$ cat config.mk
export PLATFORM = sky130hd
export DESIGN_NAME = bpe_ctrl
export DESIGN_NICKNAME = d
export VERILOG_FILES = /design/src/hw/rtl/bpe_pkg.sv /design/src/hw/rtl/bpe_ctrl.sv
export SDC_FILE = /design/constraint.sdc
export NUM_CORES = 1
export LEC_CHECK = 0
export BUFFER_PORTS_ARGS = -buffer_cell sky130_fd_sc_hd__buf_2
export CAP_MARGIN = 20
export CORE_AREA = 2 2 39 41
export DETAILED_ROUTE_END_ITERATION = 10
export DIE_AREA = 0 0 41 43
export SLEW_MARGIN = 5
export SYNTH_ARGS = -nofsm -noshare
export SYNTH_HDL_FRONTEND = slang
export SYNTH_SLANG_ARGS = --single-unit
$ cat constraint.sdc
create_clock -name clk -period 1.1 [get_ports clk]
set_input_delay 0.165 -clock clk [delete_from_list [all_inputs] [get_ports clk]]
set_output_delay 0.165 -clock clk [all_outputs]
set_load 0.01 [all_outputs]
$ cat src/hw/rtl/bpe_pkg.sv
package bpe_pkg;

  // Field widths fixed by the interface
  localparam int COORD_W  = 24;
  localparam int IDX_IN_W = 3;
  localparam int CNT_W    = 4;

  // Request opcodes
  localparam logic OP_WRITE = 1'b0;
  localparam logic OP_EVAL  = 1'b1;

  // Point count after reset
  localparam logic [CNT_W-1:0] COUNT_RESET = 4'd4;

  // Coordinate saturation limits
  localparam logic signed [COORD_W-1:0] COORD_MAX = 24'sh7FFFFF;
  localparam logic signed [COORD_W-1:0] COORD_MIN = 24'sh800000;

  // Binomial table: every degree a 4-bit count can select, C(15,7) fits 13 bits
  localparam int BN_W    = 4;
  localparam int BINOM_N = 16;
  localparam int BINOM_W = 13;

  typedef logic [BINOM_N*BINOM_N-1:0][BINOM_W-1:0] binom_tab_t;

  // Build Pascal's triangle row by row, entry {n, i} holds C(n, i)
  function automatic binom_tab_t binom_build();
    binom_tab_t tab;
    int         row [BINOM_N];
    for (int k = 0; k < BINOM_N; k++) begin
      row[k] = 0;
    end
    row[0] = 1;
    for (int n = 0; n < BINOM_N; n++) begin
      for (int k = BINOM_N - 1; k > 0; k--) begin
        if (k <= n) begin
          row[k] = row[k] + row[k-1];
        end
      end
      for (int k = 0; k < BINOM_N; k++) begin
        tab[n*BINOM_N + k] = BINOM_W'(row[k]);
      end
    end
    return tab;
  endfunction

  localparam binom_tab_t BINOM_TAB = binom_build();

  // Controller to datapath commands
  typedef struct packed {
    logic write_pt;
    logic load;
    logic pow_step;
    logic issue;
    logic finish;
  } bpe_cmd_t;

  // Datapath to controller status
  typedef struct packed {
    logic pow_last;
    logic issue_last;
    logic pipe_empty;
  } bpe_sts_t;

endpackage

$ cat src/hw/rtl/bpe_ctrl.sv
module bpe_ctrl (
  input  logic              clk,
  input  logic              rst_n,
  input  logic              start,
  input  logic              in_op,
  input  bpe_pkg::bpe_sts_t sts,
  output bpe_pkg::bpe_cmd_t cmd,
  output logic              busy
);
  import bpe_pkg::*;

  localparam logic [2:0] ST_IDLE  = 3'd0;
  localparam logic [2:0] ST_POW   = 3'd1;
  localparam logic [2:0] ST_SUM   = 3'd2;
  localparam logic [2:0] ST_DRAIN = 3'd3;
  localparam logic [2:0] ST_FIN   = 3'd4;

  logic [2:0] state_r;
  logic [2:0] state_nxt;

  // Decode state into commands and next state
  always_comb begin
    state_nxt = state_r;
    cmd       = '0;
    case (state_r)
      ST_IDLE: begin
        if (start) begin
          if (in_op == OP_EVAL) begin
            cmd.load  = 1'b1;
            state_nxt = ST_POW;
          end else begin
            cmd.write_pt = 1'b1;
          end
        end
      end
      ST_POW: begin
        cmd.pow_step = 1'b1;
        if (sts.pow_last) begin
          state_nxt = ST_SUM;
        end
      end
      ST_SUM: begin
        cmd.issue = 1'b1;
        if (sts.issue_last) begin
          state_nxt = ST_DRAIN;
        end
      end
      ST_DRAIN: begin
        if (sts.pipe_empty) begin
          state_nxt = ST_FIN;
        end
      end
      ST_FIN: begin
        cmd.finish = 1'b1;
        state_nxt  = ST_IDLE;
      end
      default: begin
        state_nxt = ST_IDLE;
      end
    endcase
  end

  // Advance state
  always_ff @(posedge clk) begin
    if (!rst_n) begin
      state_r <= ST_IDLE;
    end else begin
      state_r <= state_nxt;
    end
  end

  assign busy = (state_r != ST_IDLE);

endmodule

## Word level (Yosys, flattened, before mapping)

Cells that the tools add are included.

| word-level totals | value |
|---|---|
| register bits after elaboration | 3 |
| input bits | 7 |
| output and inout bits | 6 |
| word-level logic and storage cells | 26 |

| operators by class | value |
|---|---|
| equal/unequal tests | 9 |
| muxes and demuxes | 13 |
| reduce and logical (&&, ||, !) cells | 3 |

Operators by type and width:

| cell | count |
|---|---|
| 2-to-1 mux 3 bit | 5 |
| case mux 3 bit (4 select lines) | 1 |
| inequality test 2 bit, second input constant | 5 |
| == test 3 x 2 -> 1 bit, second input constant | 2 |
| 2-to-1 mux 1 bit | 5 |
| AND reduction 5 bit | 1 |
| 2-to-1 mux 2 bit | 2 |
| == test 3 x 1 -> 1 bit, second input constant | 1 |
| == test 3 bit, second input constant | 1 |
| zero test 3 bit | 1 |
| nonzero test 3 bit | 1 |

## Logic depth before layout (Yosys ltp)

| logic depth | value |
|---|---|
| word-level depth | 3 |
| mapped depth | 4 |

## Worst setup path before layout

Ideal clock, no wire load.

| timing path | value |
|---|---|
| kind | flip-flop to output port |
| from | register state_r[0] |
| to | output port cmd[4] in the netlist's numbering |
| data arrival time | 939 ps |
| slack | -4 ps |
| cell stages (with the launch flop) | 5 |
| path buffers | 1 |
| path through | dfxtp_1 -> clkbuf_1 -> nor3_1 -> nand2_1 -> nor2_1 |

RTL lines:

| item | RTL line | RTL |
|---|---|---|
| start: declaration | bpe_ctrl.sv:18 | `logic [2:0] state_r;` |
| start signal: assignment | bpe_ctrl.sv:68 | `state_r <= state_nxt;` |
| end: declaration | bpe_ctrl.sv:7 | `output bpe_pkg::bpe_cmd_t cmd,` |

==> results.py <==
metrics = {
    "run_status": {
        "outcome": "finished with violations",
        "violations": "negative setup slack",
    },
    "run": {
        "drv_cap": 0,
    },
    "timing": {
        "skew_ps": 2.88,
        "fin_crit_sh_pct": 111,
        "tns_ps": -518,
        "finalSetupViolCount": 7,
        "setup_ws_ps": -122,
        "hold_viol": 0,
        "rsz0062_at_grt": "true",
        "drv_slew": 0,
        "fmax_mhz": 818,
        "slew_headroom_pct": 89.4,
        "min_period_ps": 1220,
        "worstMarginPinSlew_ps": 158,
    },
    "finish": {
        "multi_input_area_um2": 129,
        "top_regs": "state_r (3)",
        "syn_to_final_growth_pct": 82.2,
        "drive_gt1_share_pct": 61.9,
        "largest_reg_flops": 3,
        "final-seq-area_um2": 66.3,
        "layout_common_cells": "12 x buf_2, 3 x nand2_1, 3 x nor2_1, 3 x clkbuf_4",
        "diodes": 0,
        "nNetsFinal": 50,
        "fillers": 161,
        "largest_register": "state_r",
        "final_common_cell": "buf_2",
    },
    "synth": {
        "synthesis.nets": 31,
        "yosys.cell_types.count": 14,
        "ys_seq_elements": 3,
        "avgSynthCellArea_um2": 7.92,
        "syn_inst": 24,
        "synthTopCellsByArea": "dfxtp_1 32%, mux4_2 12%, nor3b_1 12%, buf_6 5.9%, nand2_1 5.9%",
        "yosysTopAreaCellShare_pct": 31.6,
        "syn_area_um2": 190,
        "synth_seq_area_share_pct": 31.6,
        "yosys_warnings": 0,
        "yosysTopAreaCell": "dfxtp_1",
    },
    "grt": {
        "grt_pass1_wl_um": 738,
        "antenna_found_initial": 0,
        "grt_overflow": 0,
        "grt.total_usage_pct": 7.02,
        "grt_start_max_net_pins": 7,
        "grt_pass1_vias": 183,
    },
    "clocking": {
        "cts-buffers-inserted": 3,
        "clock-sinks": 3,
        "htree_levels": 1,
        "cts_max_path_buffers": 2,
        "clock_latency_ps": 230,
        "cts_tree": "done",
        "clock-root-buffer": "clkbuf_4",
        "clk_pin_slew_ps": 40,
    },
    "detailed_routing": {
        "drtIter0Drc": 5,
        "avgRoutedWirePerCell_um": 8.62,
        "drc": 0,
        "viasPerCell": 3.95,
        "ant_nets": 0,
        "firstDrtPassIters": 4,
        "routed_wl_um": 500,
        "vias": 229,
    },
    "critical_path": {
        "setup.worst_path.end_class": "output pin",
        "cp-startpoint": "state_r[1]",
        "crit_path_max_fanout": 3,
        "r2r_cells": 4,
        "r2r_end": "state_r[0]",
        "cp-start-kind": "flop",
        "crit_end": "cmd[3]",
        "ff2ff_setup_slack_ps": -80,
        "crit_arrival_ps": 1060,
        "r2r_start": "state_r[1]",
        "setup.worst_path.class": "flop to output pin",
        "worstPathRequired_ps": 940,
    },
    "power": {
        "finalPower_mw": 0.400,
        "p_per_area_nw_per_um2": 1150,
        "ir_drop_v": 0.000289,
        "p_leak_nw": 0.180,
    },
    "floorplanning": {
        "top_level_ports": 13,
        "core-area_um2": 1380,
        "die_w_um": 41,
        "initial_core_util_pct": 13.7,
        "die_h_um": 43,
        "rows": 14,
        "fp.dieArea_um2": 1760,
    },
    "place": {
        "port_buffers": 12,
        "place.gp.congestion": 0.789,
        "dp_hpwl_um": 379,
    },
    "hold_path": {
        "hold_class": "input port to flop",
    },
}
==> layer usage <==
layer  global-route usage, %  up-vias  wire (um)
li1                        -      116          -
met1                    8.01      104        206
met2                    8.44        9        265
met3                    1.57        0         27
met4                    10.0        0          0
met5                       0        -          0
==> stage by stage <==
| stage | instance area [um2] | hold WS (ps) | utilization [%] | instances | worst slack [ps] |
|---|---|---|---|---|---|
| 2_1_floorplan | 195 | 307 | - | 24 | 44.5 |
| 3_3_place_gp | 275 | 436 | 19.9 | 52 | 76.8 |
| 3_5_place_dp | 275 | 434 | 19.9 | 52 | 45.1 |
| 4_1_cts | 332 | 183 | 24.0 | 57 | -127 |
| 5_1_grt | 347 | 207 | 25.0 | 58 | -210 |
| 6_report | 347 | 189 | 25.0 | 58 | -122 |
==> how the worst min path moves through the flow <==
| stage | startpoint | end | depth (start not counted) |
|---|---|---|---|
| after floorplan | sts[0] | state_r[2] | 2 |
| after global placement | sts[0] | state_r[2] | 3 |
| after detailed placement | sts[0] | state_r[2] | 3 |
| after CTS | sts[0] | state_r[2] | 3 |
| after global routing | sts[0] | state_r[2] | 3 |
| final | sts[0] | state_r[2] | 3 |
==> worst max-delay path: stages, from the launching register on <==
cell     delay (ps)
dfxtp_4         350
nor3_4          200
and3_1          160
buf_2           120
==> repair_timing <==
item,CTS,global route
hold buffers,0,0
pin swaps,2,1
gates resized for setup,7,2
setup buffers,1,1
endpoints found under the setup margin,6,7
==> synthesized netlist by cell type <==
master	n
a21oi_1	2
and3_1	1
buf_6	1
clkbuf_1	1
dfxtp_1	3
inv_1	2
mux4_2	1
nand2_1	3
nand2b_1	1
nand3_1	1
nand3b_1	1
nor2_1	3
nor3_1	1
nor3b_1	3
==> final cells by class <==
| cell class | count | area share (%) |
|---|---|---|
| Clock buffer | 4 | 7.58 |
| Tap cell | 16 | 5.78 |
| Multi-Input combinational cell | 17 | 37.2 |
| Timing Repair Buffer | 16 | 28.2 |
| Sequential cell | 3 | 19.1 |
| Inverter | 2 | 2.17 |
==> where the power goes <==
| part | switching (mW) | internal (mW) | leakage (nW) |
|---|---|---|---|
| logic | 0.0360 | 0.0486 | 0.139 |
| registers | 0.00878 | 0.114 | 0.0261 |
| clock network | 0.0570 | 0.136 | 0.0150 |
| total | 0.102 | 0.298 | 0.180 |
==> logic make-up (layout without fill, tap and decap cells) <==
kind of cell,Yosys count,after routing,share of synthesized area [%]
simple gates,14,14,39.5
flops,3,3,31.6
compound gates,2,2,5.26
mux,1,1,11.8
buf+inv,4,22,11.8
No activity file was read; power rests on OpenSTA's default activity.
